File: src/hdl/gdd_pkg.sv
// ----------------------------------------------------------------------------
// gdd_pkg
// Widths, payload types and defaults shared by the day distance block.
// ----------------------------------------------------------------------------
package gdd_pkg;

    localparam int unsigned DAY_W      = 5;
    localparam int unsigned MONTH_W    = 4;
    localparam int unsigned YEAR_W     = 14;
    localparam int unsigned DIST_W     = 22;
    // day number from 1/1/1 for any 14-bit year stays below 2**23
    localparam int unsigned DAYNUM_W   = 23;
    localparam int unsigned MAX_YEAR_DEFAULT = 9999;

    typedef struct packed {
        logic [DAY_W-1:0]   day;
        logic [MONTH_W-1:0] month;
        logic [YEAR_W-1:0]  year;
    } date_t;

    typedef struct packed {
        logic                ok;
        logic [DAYNUM_W-1:0] daynum;
    } date_info_t;

endpackage

File: src/hdl/gdd_date_pair_if.sv
// ----------------------------------------------------------------------------
// gdd_date_pair_if
// Input channel: one word carries two calendar dates.
// ----------------------------------------------------------------------------
interface gdd_date_pair_if;

    logic                         valid;
    logic                         ready;
    logic [gdd_pkg::DAY_W-1:0]    first_day;
    logic [gdd_pkg::MONTH_W-1:0]  first_month;
    logic [gdd_pkg::YEAR_W-1:0]   first_year;
    logic [gdd_pkg::DAY_W-1:0]    second_day;
    logic [gdd_pkg::MONTH_W-1:0]  second_month;
    logic [gdd_pkg::YEAR_W-1:0]   second_year;

    modport source (
        output valid, first_day, first_month, first_year,
               second_day, second_month, second_year,
        input  ready
    );

    modport sink (
        input  valid, first_day, first_month, first_year,
               second_day, second_month, second_year,
        output ready
    );

endinterface

File: src/hdl/gdd_result_if.sv
// ----------------------------------------------------------------------------
// gdd_result_if
// Output channel: day distance and per-date validity flags.
// ----------------------------------------------------------------------------
interface gdd_result_if;

    logic                        valid;
    logic                        ready;
    logic [gdd_pkg::DIST_W-1:0]  day_distance;
    logic                        first_ok;
    logic                        second_ok;

    modport source (
        output valid, day_distance, first_ok, second_ok,
        input  ready
    );

    modport sink (
        input  valid, day_distance, first_ok, second_ok,
        output ready
    );

endinterface

File: src/hdl/gdd_date_unit.sv
// ----------------------------------------------------------------------------
// gdd_date_unit
// Checks one date and converts it to a day number counted from 1/1/1 = 1.
// ----------------------------------------------------------------------------
module gdd_date_unit #(
    parameter int unsigned MAX_YEAR = gdd_pkg::MAX_YEAR_DEFAULT
) (
    input  gdd_pkg::date_t      date,
    output gdd_pkg::date_info_t info
);

    localparam int unsigned YCMP_W = 17;
    localparam logic [YCMP_W-1:0] YEAR_LIMIT = YCMP_W'(MAX_YEAR);
    localparam int unsigned Q4_W = gdd_pkg::YEAR_W - 2;

    // floor(q / 25) = (q * 5243) >> 17, exact for 12-bit q
    localparam logic [12:0] RECIP_25  = 13'd5243;
    localparam int unsigned RECIP_SH  = 17;
    // q divisible by 25 <=> (q * inv25 mod 2**12) <= 4095 / 25
    localparam logic [Q4_W-1:0] INV_25    = 12'd3113;
    localparam logic [Q4_W-1:0] DIV25_MAX = 12'd163;

    localparam logic [gdd_pkg::DAYNUM_W-1:0] DAYS_PER_YEAR = 23'd365;

    function automatic logic [8:0] month_start(input logic [gdd_pkg::MONTH_W-1:0] m);
        logic [8:0] r;
        case (m)
            4'd1:    r = 9'd0;
            4'd2:    r = 9'd31;
            4'd3:    r = 9'd59;
            4'd4:    r = 9'd90;
            4'd5:    r = 9'd120;
            4'd6:    r = 9'd151;
            4'd7:    r = 9'd181;
            4'd8:    r = 9'd212;
            4'd9:    r = 9'd243;
            4'd10:   r = 9'd273;
            4'd11:   r = 9'd304;
            4'd12:   r = 9'd334;
            default: r = 9'd0;
        endcase
        return r;
    endfunction

    function automatic logic [gdd_pkg::DAY_W-1:0] month_len(
        input logic [gdd_pkg::MONTH_W-1:0] m,
        input logic                        leap
    );
        logic [gdd_pkg::DAY_W-1:0] r;
        case (m)
            4'd1, 4'd3, 4'd5, 4'd7, 4'd8, 4'd10, 4'd12: r = 5'd31;
            4'd4, 4'd6, 4'd9, 4'd11:                    r = 5'd30;
            4'd2:    r = leap ? 5'd29 : 5'd28;
            default: r = 5'd0;
        endcase
        return r;
    endfunction

    logic [gdd_pkg::YEAR_W-1:0]   prev_year;
    logic [Q4_W-1:0]              prev_q4;
    logic [Q4_W+12:0]             prev_c100_prod;
    logic [7:0]                   prev_c100;
    logic [5:0]                   prev_c400;
    logic [gdd_pkg::DAYNUM_W-1:0] year_days;
    logic [2*Q4_W-1:0]            div25_prod;
    logic                         by4;
    logic                         by100;
    logic                         by400;
    logic                         leap;
    logic                         year_ok;
    logic                         month_ok;
    logic                         day_ok;

    always_comb
    begin
        prev_year      = date.year - 14'd1;
        prev_q4        = prev_year[gdd_pkg::YEAR_W-1:2];
        prev_c100_prod = prev_q4 * RECIP_25;
        prev_c100      = prev_c100_prod[RECIP_SH+7:RECIP_SH];
        prev_c400      = prev_c100[7:2];
        year_days      = gdd_pkg::DAYNUM_W'(prev_year) * DAYS_PER_YEAR;

        div25_prod = date.year[gdd_pkg::YEAR_W-1:2] * INV_25;
        by4        = (date.year[1:0] == 2'b00);
        by100      = by4 && (div25_prod[Q4_W-1:0] <= DIV25_MAX);
        by400      = by100 && (date.year[3:2] == 2'b00);
        leap       = (by4 && !by100) || by400;

        year_ok  = (date.year != '0) && ({3'b000, date.year} <= YEAR_LIMIT);
        month_ok = (date.month >= 4'd1) && (date.month <= 4'd12);
        day_ok   = (date.day != '0) && (date.day <= month_len(date.month, leap));

        info.ok     = year_ok && month_ok && day_ok;
        info.daynum = year_days
                    + gdd_pkg::DAYNUM_W'(prev_q4)
                    - gdd_pkg::DAYNUM_W'(prev_c100)
                    + gdd_pkg::DAYNUM_W'(prev_c400)
                    + gdd_pkg::DAYNUM_W'(month_start(date.month))
                    + gdd_pkg::DAYNUM_W'(leap && (date.month > 4'd2))
                    + gdd_pkg::DAYNUM_W'(date.day);
    end

endmodule

File: src/hdl/gregorian_day_difference.sv
// ----------------------------------------------------------------------------
// gregorian_day_difference
// Validates two Gregorian dates and returns the absolute day distance.
// ----------------------------------------------------------------------------
// channel   dir  modport  payload
// dates     in   sink     first_/second_ day, month, year
// distance  out  source   day_distance, first_ok, second_ok
//
// Three register stages: input word, day numbers, result. An accepted word
// moves through them in order; one word per cycle sustained if not stalled.
// Each stage advances when the stage after it is empty or advancing, so a
// stall on distance backs up through the stages and dates.ready drops only
// when all three hold a word. Reset clears the stage valid bits only.
// ----------------------------------------------------------------------------
module gregorian_day_difference #(
    parameter int unsigned MAX_YEAR = gdd_pkg::MAX_YEAR_DEFAULT
) (
    input  logic            clk,
    input  logic            rst_n,
    gdd_date_pair_if.sink   dates,
    gdd_result_if.source    distance
);

    logic                s0_valid_reg;
    gdd_pkg::date_t      s0_first_reg;
    gdd_pkg::date_t      s0_second_reg;
    logic                s1_valid_reg;
    gdd_pkg::date_info_t s1_first_reg;
    gdd_pkg::date_info_t s1_second_reg;
    logic                out_valid_reg;
    logic [gdd_pkg::DIST_W-1:0] dist_reg;
    logic                first_ok_reg;
    logic                second_ok_reg;

    gdd_pkg::date_info_t first_info;
    gdd_pkg::date_info_t second_info;
    logic [gdd_pkg::DAYNUM_W-1:0] dist_next;

    logic adv_out;
    logic adv_s1;
    logic adv_s0;

    assign adv_out = !out_valid_reg || distance.ready;
    assign adv_s1  = !s1_valid_reg || adv_out;
    assign adv_s0  = !s0_valid_reg || adv_s1;

    assign dates.ready           = adv_s0;
    assign distance.valid        = out_valid_reg;
    assign distance.day_distance = dist_reg;
    assign distance.first_ok     = first_ok_reg;
    assign distance.second_ok    = second_ok_reg;

    gdd_date_unit #(.MAX_YEAR(MAX_YEAR)) u_first (
        .date (s0_first_reg),
        .info (first_info)
    );

    gdd_date_unit #(.MAX_YEAR(MAX_YEAR)) u_second (
        .date (s0_second_reg),
        .info (second_info)
    );

    always_comb
    begin
        if (!(s1_first_reg.ok && s1_second_reg.ok))
            dist_next = '0;
        else if (s1_first_reg.daynum >= s1_second_reg.daynum)
            dist_next = s1_first_reg.daynum - s1_second_reg.daynum;
        else
            dist_next = s1_second_reg.daynum - s1_first_reg.daynum;
    end

    always_ff @(posedge clk or negedge rst_n)
    begin
        if (!rst_n)
        begin
            s0_valid_reg  <= 1'b0;
            s1_valid_reg  <= 1'b0;
            out_valid_reg <= 1'b0;
        end
        else
        begin
            if (adv_s0)
                s0_valid_reg <= dates.valid;
            if (adv_s1)
                s1_valid_reg <= s0_valid_reg;
            if (adv_out)
                out_valid_reg <= s1_valid_reg;
        end
    end

    always_ff @(posedge clk)
    begin
        if (adv_s0)
        begin
            s0_first_reg  <= '{day: dates.first_day, month: dates.first_month,
                               year: dates.first_year};
            s0_second_reg <= '{day: dates.second_day, month: dates.second_month,
                               year: dates.second_year};
        end
        if (adv_s1)
        begin
            s1_first_reg  <= first_info;
            s1_second_reg <= second_info;
        end
        if (adv_out)
        begin
            dist_reg      <= dist_next[gdd_pkg::DIST_W-1:0];
            first_ok_reg  <= s1_first_reg.ok;
            second_ok_reg <= s1_second_reg.ok;
        end
    end

    a_dist_needs_both_ok: assert property (
        @(posedge clk) disable iff (!rst_n)
        (out_valid_reg && (dist_reg != '0)) |-> (first_ok_reg && second_ok_reg)
    ) else $error("nonzero distance with an invalid date");

    a_s1_moves_to_out: assert property (
        @(posedge clk) disable iff (!rst_n)
        (s1_valid_reg && adv_out) |=> out_valid_reg
    ) else $error("day number stage word lost");

    a_ready_low_only_when_full: assert property (
        @(posedge clk) disable iff (!rst_n)
        !dates.ready |-> (s0_valid_reg && s1_valid_reg && out_valid_reg
                          && !distance.ready)
    ) else $error("input stalled with a free stage");

endmodule

File: src/flat_wrapper.sv
// flat-port wrapper written by rule: the top's interface ports become plain ports
module gregorian_day_difference_flat 
#(
    parameter int unsigned MAX_YEAR = gdd_pkg::MAX_YEAR_DEFAULT
)
  (clk, rst_n, dates_valid, dates_first_day, dates_first_month, dates_first_year, dates_second_day, dates_second_month, dates_second_year, dates_ready, distance_valid, distance_day_distance, distance_first_ok, distance_second_ok, distance_ready);
  gdd_date_pair_if dates_i ();
  gdd_result_if distance_i ();
  input  logic clk;
  input  logic rst_n;
  input wire logic [$bits(dates_i.valid)-1:0] dates_valid;
  input wire logic [$bits(dates_i.first_day)-1:0] dates_first_day;
  input wire logic [$bits(dates_i.first_month)-1:0] dates_first_month;
  input wire logic [$bits(dates_i.first_year)-1:0] dates_first_year;
  input wire logic [$bits(dates_i.second_day)-1:0] dates_second_day;
  input wire logic [$bits(dates_i.second_month)-1:0] dates_second_month;
  input wire logic [$bits(dates_i.second_year)-1:0] dates_second_year;
  output wire logic [$bits(dates_i.ready)-1:0] dates_ready;
  output wire logic [$bits(distance_i.valid)-1:0] distance_valid;
  output wire logic [$bits(distance_i.day_distance)-1:0] distance_day_distance;
  output wire logic [$bits(distance_i.first_ok)-1:0] distance_first_ok;
  output wire logic [$bits(distance_i.second_ok)-1:0] distance_second_ok;
  input wire logic [$bits(distance_i.ready)-1:0] distance_ready;
  assign dates_i.valid = dates_valid;
  assign dates_i.first_day = dates_first_day;
  assign dates_i.first_month = dates_first_month;
  assign dates_i.first_year = dates_first_year;
  assign dates_i.second_day = dates_second_day;
  assign dates_i.second_month = dates_second_month;
  assign dates_i.second_year = dates_second_year;
  assign dates_ready = dates_i.ready;
  assign distance_valid = distance_i.valid;
  assign distance_day_distance = distance_i.day_distance;
  assign distance_first_ok = distance_i.first_ok;
  assign distance_second_ok = distance_i.second_ok;
  assign distance_i.ready = distance_ready;
  gregorian_day_difference #(.MAX_YEAR(MAX_YEAR)) u_core (.clk(clk), .rst_n(rst_n), .dates(dates_i), .distance(distance_i));
endmodule
File: config.mk
export PLATFORM = sky130hd
export DESIGN_NAME = gregorian_day_difference_flat
export DESIGN_NICKNAME = d
export VERILOG_FILES = /design/src/hdl/gdd_pkg.sv /design/src/hdl/gdd_date_pair_if.sv /design/src/hdl/gdd_result_if.sv /design/src/hdl/gdd_date_unit.sv /design/src/hdl/gregorian_day_difference.sv /design/src/flat_wrapper.sv
export SDC_FILE = /design/constraint.sdc
export NUM_CORES = 1
export LEC_CHECK = 0
export ABC_CLOCK_PERIOD_IN_PS = 34600
export BUFFER_PORTS_ARGS = -buffer_cell sky130_fd_sc_hd__buf_2
export CAP_MARGIN = 20
export CELL_PAD_IN_SITES_DETAIL_PLACEMENT = 0
export CELL_PAD_IN_SITES_GLOBAL_PLACEMENT = 1
export CORE_MARGIN = 1.5
export CORE_UTILIZATION = 35
export CTS_CLUSTER_SIZE = 10
export DETAILED_ROUTE_END_ITERATION = 6
export PLACE_DENSITY_LB_ADDON = 0.1
export SYNTH_ARGS = -nofsm -noshare
export SYNTH_HDL_FRONTEND = slang
export SYNTH_SLANG_ARGS = --single-unit
File: constraint.sdc
create_clock -name clk -period 34.6 [get_ports clk]
set_input_delay 3.46 -clock clk [delete_from_list [all_inputs] [get_ports clk]]
set_output_delay 3.46 -clock clk [all_outputs]
set_load 0.03 [all_outputs]
* Word level (Yosys, flattened, before mapping)
Memories as Yosys holds them, arrays and structs flattened. A register that Yosys moved wholly into a read port is not among the register bits. Cells that the tools add are included.
Storage, ports and cells: memory bits (read-only) 288, input port bits 50, register bits after elaboration 121, memories 2, output and inout bits 26
Operators by class: $lt $le $gt $ge 13, $mul 6, mux-type cells 7, add/sub/neg operators 16, reductions and logical operators 41, equality and inequality tests 24
Memory list:
- (no name shown) | words 16, bits a word 9, rd ports 1, clocked after memory_dff 1, write ports 0, line gdd_date_unit.sv:27 | case (m)
- (no name shown) | words 16, bits a word 9, rd ports 1, clocked after memory_dff 1, write ports 0, line gdd_date_unit.sv:27
Operator list (count):
- 12-bit by 13-bit multiplier with 25-bit output, second input constant | 2
- 23-bit by 1-bit adder with 23-bit output | 2
- 23-bit by 12-bit adder with 23-bit output | 2
- 23-bit by 5-bit adder with 23-bit output | 2
- 23-bit by 6-bit adder with 23-bit output | 2
- 23-bit by 9-bit adder with 23-bit output | 2
- 14-bit by 9-bit multiplier with 23-bit output, second input constant | 2
- 23-bit by 8-bit subtractor with 23-bit output | 2
- 22-bit subtractor | 2
- 4-bit == test, second input constant | 10
- 4-bit by 3-bit == test with 1-bit output, second input constant | 8
- 5-bit one-hot mux with 3 select lines | 2
- 14-bit less-or-equal comparator, second input constant | 2
- 14-bit nonzero test | 2
- 14-bit by 1-bit subtractor with 14-bit output, second input constant | 2
- 12-bit by 8-bit less-or-equal comparator with 1-bit output, second input constant | 2
- 12-bit by 11-bit multiplier with 12-bit output, second input constant | 2
- 23-bit greater-or-equal comparator | 1
- 22-bit two-way mux | 1
- 1-bit logical AND | 19
- 4-bit by 2-bit == test with 1-bit output, second input constant | 4
- 7-bit OR reduction | 2
- 5-bit less-or-equal comparator | 2
- 5-bit nonzero test | 2
- 10 further kinds | 28

* Longest topological paths before layout
Gate-level depths: netlist of run 1.
depth in word-level cells 11, depth in mapped cells 53, mapped depth without buffers 53

* Modules after synthesis
A second synthesis of run 1 with hierarchy kept.
Unflattened totals: cells, all modules 2335, area total of the unflattened synthesis 22967.0 µm²
Modules (own cells, without submodules):
- gdd_date_unit (u_core.u_second) | area an instance 8405.6 µm², times used 1, cells an instance 925
- gdd_date_unit (u_core.u_first) | area an instance 8403.1 µm², times used 1, cells an instance 917
- gregorian_day_difference | area an instance 6158.4 µm², times used 1, cells an instance 493

* Worst setup path after synthesis of run 1
Ideal clock, no wire load.
path kind reg-to-reg, from register u_core.s0_first_reg[0] (netlist bit), to register u_core.s1_first_reg[21] (netlist bit) (data pin), path buffers 0, setup time 0.258 ns, setup slack 22.497 ns, data arrival time 11.845 ns, stages on the path, launching flop included 50, path through edfxtp_1 -> inv_1 -> ha_1 -> o21ai_0 -> inv_1 -> nand2_1 -> xnor2_1 -> inv_1 -> fa_1 -> inv_1 -> fa_1 -> inv_1 -> fa_1 -> inv_1 -> fa_1 -> inv_1 -> fa_1 -> inv_1 -> [14 not listed] -> inv_1 -> fa_1 -> fa_1 -> inv_1 -> fa_1 -> inv_1 -> fa_1 -> nor2b_1 -> o21ai_0 -> a21boi_0 -> o211ai_1 -> a311oi_1 -> o21a_1 -> o21ai_0 -> a21oi_1 -> a21o_1 -> a21oi_1 -> xnor2_1
RTL lines:
- from (decl) | line gregorian_day_difference.sv:25 | gdd_pkg::date_t s0_first_reg;
- from (signal assigned) | line gregorian_day_difference.sv:96 | s0_first_reg <= '{day: dates.first_day, month: dates.first_month,
- to (signal assigned) | line gregorian_day_difference.sv:103 | s1_first_reg <= first_info;
- to (decl) | line gregorian_day_difference.sv:28 | gdd_pkg::date_info_t s1_first_reg;

==> results of run 1 <==
synth_stat cells (all sizes together) (11+ instances only):
cell type	n	area, um2
inv	609	2290
ha	461	5770
mux2i	18	180
a21oi	99	499
a31oi	17	106
nor3	30	150
xnor2	110	963
dfxtp	18	360
o21a	25	188
clkbuf	18	67.6
a21o	32	240
o211ai	11	87.6
a211oi	16	125
edfxtp	118	3540
or2	11	68.8
fa	279	5590
nand2b	14	87.6
nor2	85	319
xor2	26	228
nand3	37	185
o21ai	59	295
nand2	71	267
o31ai	11	82.6
nor2b	18	113
o21bai	16	120
nand4	16	100
cell type report:
| cell class | instances | area [um2] |
|---|---|---|
| clock buffers | 20 | 437 |
| multi-input cells | 1558 | 16600 |
| repair buffers | 90 | 500 |
| diodes | 1 | 2.50 |
| fillers | 6508 | 39600 |
| inverters | 609 | 2290 |
| clock inverters | 12 | 148 |
| flip-flops and latches | 139 | 3980 |
| well taps | 855 | 1070 |
kinds of logic after synthesis:
kind of cell    after synthesis
compound gates              328
xor+xnor                    136
fa+ha+maj                   740
buf+inv                     637
flops                       139
mux                          21
simple gates                333
worst max-delay path: cells and delay by family, from the launching register on:
kind,cells,cell delay (ns)
AOI/OAI and AO/OA,16,3.20
xor gates and xnor gates,2,0.90
adders and majority gates,14,6.34
buffers and inverters,12,1.31
DFF,1,0.49
and+or+nand+nor,5,1.37
per-stage QoR:
step	area [um2]	setup slack [ns]	utilization	hold slack (ns)
2_1_floorplan	22900	22.50	-	0.436
3_3_place_gp	24400	21.06	0.378	0.506
3_5_place_dp	24400	20.75	0.378	0.511
4_1_cts	25000	20.70	0.387	0.520
5_1_grt	25000	19.95	0.387	0.556
6_report	25000	20.73	0.387	0.517
final timing paths:
kind                                      endpoint  cells past startpoint
min                            u_core.s1_valid_reg                      1
min in group asynchronous      u_core.s1_valid_reg                      1
max reg2reg                u_core.s1_first_reg[21]                     49
max in group asynchronous    u_core.distance.valid                      1
min reg2reg                    u_core.s1_valid_reg                      1
max                        u_core.s1_first_reg[21]                     49
metal layers:
layer  GRT usage  share of wire  up-vias
met2       0.283           0.43      203
li1            -              -     7750
met1       0.270           0.52     7507
met3      0.0309          0.032       31
met5           0              0        -
met4      0.0382          0.012        0
==> results.json, run 1 <==
{
  "r2r_slack_ns": 20.73,
  "layout_commonest_cell": "inv_1",
  "slowest_delay_ns": 0.77,
  "postCtsSetupBuffers": 0,
  "final-hold-violation-count": 0,
  "synth.net_count": 3124,
  "vias_per_cell": 4.72,
  "setup_viol_count_final": 0,
  "async_flop_share": 0.0216,
  "synthAdderAreaFrac": 0.495,
  "synth_edf_count": 118,
  "port_buffers": 75,
  "clock_sinks": 139,
  "dr.pass1.iters": 6,
  "ys_seq_elements": 139,
  "clk_pin_slew_worst_paths_ns": 0.06,
  "crit_top_cell": "inv_1",
  "syn_to_final_growth_pct": 9.03,
  "hold_path_class": "reg -> reg",
  "grt.overflow.total": 0,
  "start_util": 0.355,
  "routabilityCongestion": 0.887,
  "holdBufCountCts": 0,
  "antenna_left": 0,
  "wl_per_cell_um": 17.6,
  "rsz0062_at_grt": "no",
  "slew_violations": 0,
  "chipWidth_um": 259,
  "die_area_mm2": 0.0671,
  "hpwl_mm": 50.8,
  "synth_top_family_by_area": "adder cells",
  "ios": 76,
  "synthXorXnorAreaFrac": 0.0520,
  "grt_pass1_wl_mm": 94.0,
  "worstMarginPinSlew_ns": 1.10,
  "postSynthAreaPerCell_um2": 9.82,
  "clockBufferDepth": 2,
  "synth_warnings": 0,
  "drtIter0Drc": 723,
  "grt_max_degree": 59,
  "synthMuxAreaShare": 0.00933,
  "track_usage": 0.184,
  "clock_tree.root_cell": "clkbuf_16",
  "synthSimpleGateAreaFrac": 0.0719,
  "route.detailed.drc": 0,
  "crit_path_start": "u_core.s0_first_reg[0]",
  "fin_crit_ns": 13.87,
  "yosysSeqAreaShare": 0.174,
  "crit_fanout": 6,
  "skew_ns": 0.0108,
  "period_share": 0.401,
  "nets": 3205,
  "coreArea_mm2": 0.0646,
  "ctsHtreeMaxLevel": 4,
  "grt_pass1_vias": 16700,
  "cts_resized": 0,
  "min_from": "u_core.s0_valid_reg",
  "fin_setup_tns_ns": 0,
  "drive_gt1_frac": 0.0605,
  "rows": 93,
  "maxSlewHeadroom": 0.264,
  "yosys.cell_types.count": 67,
  "syn_inst": 2334,
  "cts_tree": "built",
  "startpoint_type": "flip-flop",
  "tritoncts.num_buffers": 17,
  "end_kind": "flip-flop",
  "num_vias": 15500,
  "synth_top_flop_cell": "edfxtp_1",
  "dp.cells": 3251,
  "drv_cap": 0,
  "reg2reg_from": "u_core.s0_first_reg[0]",
  "crit_path_top_delay_cell": "xnor2_1",
  "wirelength_mm": 57.8,
  "antenna_found_initial": 0,
  "syn-cell-area_mm2": 0.0229,
  "cp_data_arrival_time_ns": 14.09,
  "fmax_mhz": 72.1,
  "status": "finished clean",
  "final_cell_count_no_fill": 3284,
  "synth_compound_area_frac": 0.0929,
  "clk-insertion-delay-late_ns": 0.48,
  "most-common-layout-cells": "inv_1 (609), ha_1 (461), fa_1 (279), edfxtp_1 (118), xnor2_1 (109)",
  "crit_required_ns": 34.82,
  "crit_type": "reg -> reg",
  "die_h_um": 259
}
Power of run 1 is not shown: default switching activity piles up to over one toggle a cycle in this logic, so the estimate is an artifact.
==> run 2: changes to the inputs <==
Settings changed: ABC_AREA set to 1, ABC_CLOCK_PERIOD_IN_PS 34600 to 13300.
Clock period 34.6 ns to 13.3 ns, I/O delays scaled along.
==> run 2 against run 1 <==
Via count increased by 27%. Worst setup slack got worse by 19 ns. Global-route usage increased by 1.8 points. Sequential share of layout area decreased by 1.5 points. Register-to-register slack got worse by 19 ns. Hold slack got worse by 0.057 ns. Critical path depth decreased by 5. Clock skew increased by 0.0091 ns. Critical path type unchanged. Largest cell class unchanged. Highest routed layer unchanged.
==> results.json, run 2 <==
{
  "clockBufferDepth": 2,
  "synth_top_flop_cell": "edfxtp_1",
  "clock_tree.root_cell": "clkbuf_16",
  "fmax_mhz": 87.3,
  "grt_max_degree": 49,
  "hpwl_mm": 64.4,
  "clk_pin_slew_worst_paths_ns": 0.08,
  "dp.cells": 4161,
  "vias_per_cell": 4.68,
  "track_usage": 0.201,
  "dr.pass1.iters": 7,
  "slowest_delay_ns": 0.89,
  "drive_gt1_frac": 0.0688,
  "end_kind": "flip-flop",
  "route.detailed.drc": 0,
  "holdBufCountCts": 0,
  "r2r-end": "u_core.s1_first_reg[15]",
  "die_area_mm2": 0.0746,
  "min_to": "u_core.distance.valid",
  "chipWidth_um": 273,
  "synth.net_count": 3930,
  "whs_path_depth": 2,
  "start_util": 0.356,
  "yosysSeqAreaShare": 0.156,
  "crit_path_top_delay_cell": "xor2_1",
  "rows": 98,
  "die_h_um": 273,
  "yosysMostFrequentCell": "inv_1",
  "most-common-layout-cells": "inv_1 (793), nand2_1 (638), ha_1 (461), fa_1 (279), nor2_1 (163)",
  "grt_pass1_vias": 20700,
  "antenna_left": 0,
  "startpoint_type": "flip-flop",
  "final_cell_count_no_fill": 4193,
  "crit_required_ns": 13.54,
  "min_from": "u_core.s1_valid_reg",
  "fin_crit_ns": 11.46,
  "final-hold-violation-count": 0,
  "fin_setup_tns_ns": 0,
  "async_flop_share": 0.0216,
  "syn-cell-area_mm2": 0.0256,
  "nets": 4020,
  "layout_commonest_cell": "inv_1",
  "place_worst_setup_slack_ns": 1.79,
  "synth_edf_count": 118,
  "synth_top_cell_by_area": "ha_1",
  "synthTopCellsByCount": "inv_1 (794), nand2_1 (638), ha_1 (461), fa_1 (279), nor2_1 (163)",
  "r2r_slack_ns": 1.84,
  "cp_data_arrival_time_ns": 11.70,
  "setup_viol_count_final": 0,
  "syn_to_final_growth_pct": 8.18,
  "setup_slack_ns": 1.84,
  "crit_fanout": 8,
  "grt_pass1_wl_mm": 115,
  "rsz0062_at_grt": "no",
  "critical_path.top_delay_family": "adder cells",
  "cts_tree": "built",
  "status": "finished clean",
  "worstMarginPinSlew_ns": 1.15,
  "crit_type": "reg -> reg",
  "grt.overflow.total": 0,
  "routabilityCongestion": 0.910,
  "n_antenna_cell": 0,
  "slew_violations": 0,
  "yosys-top-cells-area": "ha_1 (23%), fa_1 (22%), edfxtp_1 (14%)",
  "fin_area_mm2": 0.0276,
  "yosys.cell_types.count": 52,
  "wirelength_mm": 71.9,
  "dpl-instance-area_mm2": 0.0271,
  "reg2reg_from": "u_core.s0_first_reg[2]",
  "period_share": 0.861,
  "synth.top_cell.area_share": 0.226,
  "coreArea_mm2": 0.0719,
  "ios": 76,
  "cts_resized": 0,
  "hold_path_class": "reg -> reg",
  "skew_ns": 0.0198,
  "postCtsSetupBuffers": 0,
  "wl_per_cell_um": 17.1,
  "regArea_mm2": 0.00398,
  "multiInputGateArea_mm2": 0.0184,
  "ctsHtreeMaxLevel": 4,
  "maxSlewHeadroom": 0.234,
  "drtIter0Drc": 928,
  "antenna_found_initial": 0,
  "clk-insertion-delay-late_ns": 0.48,
  "postSynthAreaPerCell_um2": 8.14,
  "port_buffers": 75,
  "fillCellCount": 7620,
  "synth_warnings": 0,
  "clock_sinks": 139,
  "syn_inst": 3140,
  "tritoncts.num_buffers": 17,
  "path_buf_inv": 11,
  "ys_seq_elements": 139,
  "drv_cap": 0,
  "num_vias": 19600,
  "worstRegToRegCells": 44
}
[run 2: cell types whose count changed after synthesis, moves of 24 or more]
cell	delta
nand4_1	+24
nand2_1	+567
xor2_1	+55
nor2_1	+78
nand3_1	+71
inv_1	+185
xnor2_1	-75
a21oi_1	+26
a21o_1	-30
nand2_2	+33
[run 2: cells by family (layout without fill, tap and decap cells)]
group | count (synthesis) | in the layout | share of synthesized area
simple gates | 1052 | 1052 | 0.177
buf+inv | 832 | 935 | 0.125
fa+ha+maj | 740 | 740 | 0.444
compound gates | 260 | 260 | 0.0575
flops | 139 | 139 | 0.156
xor+xnor | 117 | 117 | 0.0406
[run 2: worst max-delay path by stage]
| stage | from | to | cells past startpoint |
|---|---|---|---|
| after floorplan | u_core.s0_first_reg[0] | u_core.s1_first_reg[12] | 44 |
| after global placement | u_core.s0_first_reg[0] | u_core.s1_first_reg[15] | 42 |
| after detailed placement | u_core.s0_first_reg[2] | u_core.s1_first_reg[15] | 42 |
| after CTS | u_core.s0_first_reg[2] | u_core.s1_first_reg[15] | 42 |
| after global routing | u_core.s0_first_reg[2] | u_core.s1_first_reg[12] | 42 |
| final | u_core.s0_first_reg[2] | u_core.s1_first_reg[15] | 44 |
[run 2: area by class of cell]
type,instances,area share
well taps,950,0.0430
repair buffers,92,0.0182
clock buffers,19,0.0157
multi-input cells,2169,0.665
clock inverters,13,0.00394
inverters,811,0.110
flip-flops and latches,139,0.144
[run 2: worst reg2reg max path, delay by kind of cell, from the launching register on]
family	cells	cell delay, ns
adders and majority gates	13	6.19
buffers and inverters	11	0.96
AOI/OAI and AO/OA	4	0.90
xor gates and xnor gates	1	0.89
and+or+nand+nor	15	1.77
DFF	1	0.54
[run 2: metal layers]
layer	global-route usage	up-vias	wire, um
li1	-	9900	-
met4	0.0432	0	1090
met5	0	-	0
met2	0.335	286	33400
met1	0.277	9390	34900
met3	0.0284	55	2460
[run 2: metrics by stage]
stage / hold slack (ns) / util
floorplan: 0.426 / -
global placement: 0.440 / 0.377
finish: 0.461 / 0.385
global route: 0.494 / 0.385
detailed placement: 0.452 / 0.377
CTS: 0.468 / 0.385
Power of run 2 is left out for the same reason.
==> run 3: changes to the inputs <==
Settings changed: ABC_AREA 1 to not set.
==> run 3 against run 2 <==
Non-clock buffer count is 29 higher. Cell count shrank 21%. Via count decreased by 20%. Routed wire length fell by 17%. Worst setup slack got worse by 1.2 ns. Core utilization grew 0.74 points. Critical path depth up 1. Sequential share of layout area increased by 1.3 points.
==> results.json, run 3 (synthesis gave the netlist of run 1 again) <==
{
  "status": "finished clean",
  "final-hold-violation-count": 0,
  "layout_commonest_cell": "inv_1",
  "rows": 93,
  "wirelength_mm": 59.8,
  "start_util": 0.355,
  "crit_path_top_delay_cell": "or4_1",
  "hold_path_class": "reg -> reg",
  "skew_ns": 0.0190,
  "coreArea_mm2": 0.0646,
  "drtIter0Drc": 685,
  "hpwl_mm": 52.2,
  "n_antenna_cell": 0,
  "crit_top_cell": "fa_1",
  "antenna_found_initial": 2,
  "crit_fanout": 6,
  "num_vias": 15700,
  "drv_cap": 0,
  "grt_pass1_vias": 17100,
  "fmax_mhz": 79.0,
  "end_kind": "flip-flop",
  "ctsHtreeMaxLevel": 4,
  "crit_type": "reg -> reg",
  "period_share": 0.952,
  "fin_crit_ns": 12.67,
  "grt.overflow.total": 0,
  "dp.cells": 3276,
  "dr.pass1.iters": 5,
  "clock_tree.root_cell": "clkbuf_16",
  "route.detailed.drc": 0,
  "fin_setup_tns_ns": 0,
  "port_buffers": 75,
  "final_util": 0.392,
  "routabilityCongestion": 0.890,
  "die_h_um": 259,
  "regArea_mm2": 0.00398,
  "clk-insertion-delay-late_ns": 0.48,
  "cts_tree": "built",
  "ios": 76,
  "drive_gt1_frac": 0.0765,
  "chipWidth_um": 259,
  "critical_path.top_delay_family": "adder cells",
  "cp_data_arrival_time_ns": 12.88,
  "grt_pass1_wl_mm": 96.4,
  "rsz0062_at_grt": "no",
  "die_area_mm2": 0.0671,
  "crit_required_ns": 13.51,
  "path_buf_inv": 10,
  "track_usage": 0.189,
  "most-common-layout-cells": "inv_1 (609), ha_1 (461), fa_1 (279), edfxtp_1 (118), xnor2_1 (106)",
  "maxSlewHeadroom": 0.332,
  "multiInputGateArea_mm2": 0.0166,
  "worstMarginPinSlew_ns": 0.974,
  "clk_pin_slew_worst_paths_ns": 0.06,
  "grt_max_degree": 50,
  "syn_to_final_growth_pct": 10.4,
  "antenna_left": 0,
  "fillCellCount": 6543,
  "slew_violations": 0,
  "nets": 3236,
  "startpoint_type": "flip-flop",
  "wl_per_cell_um": 18.0,
  "clock_sinks": 139,
  "setup_viol_count_final": 0,
  "slowest_delay_ns": 0.62,
  "vias_per_cell": 4.75,
  "tritoncts.num_buffers": 17,
  "clockBufferDepth": 2,
  "final_cell_count_no_fill": 3314
}
==> run 3: changes by cell type in the layout (fill, tap and decap cells not counted), sizes merged, moves of 22 or more <==
| cell | change |
|---|---|
| xor2 | -55 |
| xnor2 | +75 |
| nor2 | -89 |
| inv | -201 |
| o21a | +22 |
| a21oi | -47 |
| nand3 | -73 |
| nand4 | -27 |
| nand2 | -602 |
| a21o | +30 |
| buf | +29 |
==> run 3: layout make-up <==
| type | count | area share |
|---|---|---|
| timing repair buffer | 121 | 0.0293 |
| clock buffer | 21 | 0.0178 |
| tap | 855 | 0.0422 |
| inverter | 609 | 0.0903 |
| clock inverter | 11 | 0.00667 |
| multi-input combinational | 1558 | 0.657 |
| sequential | 139 | 0.157 |
==> run 3: metal layers <==
layer,vias to the layer above,track usage,wire length [um]
met5,-,0,13
met4,2,0.0458,888
met3,41,0.0265,1980
met2,226,0.292,25900
met1,7649,0.277,31000
li1,7807,-,-
==> run 3: repair_timing <==
action / in CTS / in global routing
hold buffers: 0 / 0
resized for setup: 0 / 12
setup endpoints to repair: 0 / 10
buffers inserted: 0 / 5
==> run 3: metrics by stage <==
stage | hold WS, ns | area (um2) | setup slack (ns)
6_report | 0.525 | 25300 | 0.634
5_1_grt | 0.565 | 25300 | 0.0266
4_1_cts | 0.528 | 25200 | 0.131
3_5_place_dp | 0.511 | 24600 | 0.213
3_3_place_gp | 0.501 | 24600 | 0.282
2_1_floorplan | 0.436 | 22900 | 1.20
==> run 3: worst paths after layout <==
check | start | to | slack (ns) | cells past startpoint
max | u_core.s0_second_reg[6] | u_core.s1_second_reg[21] | 0.63 | 45
min | u_core.s0_valid_reg | u_core.s1_valid_reg | 0.53 | 1
max reg2reg | u_core.s0_second_reg[6] | u_core.s1_second_reg[21] | 0.63 | 45
min reg2reg | u_core.s0_valid_reg | u_core.s1_valid_reg | 0.53 | 1
max in group asynchronous | rst_n | u_core.s0_valid_reg | 12.55 | 1
min in group asynchronous | rst_n | u_core.distance.valid | 0.65 | 1
Power of run 3 is left out for the same reason.
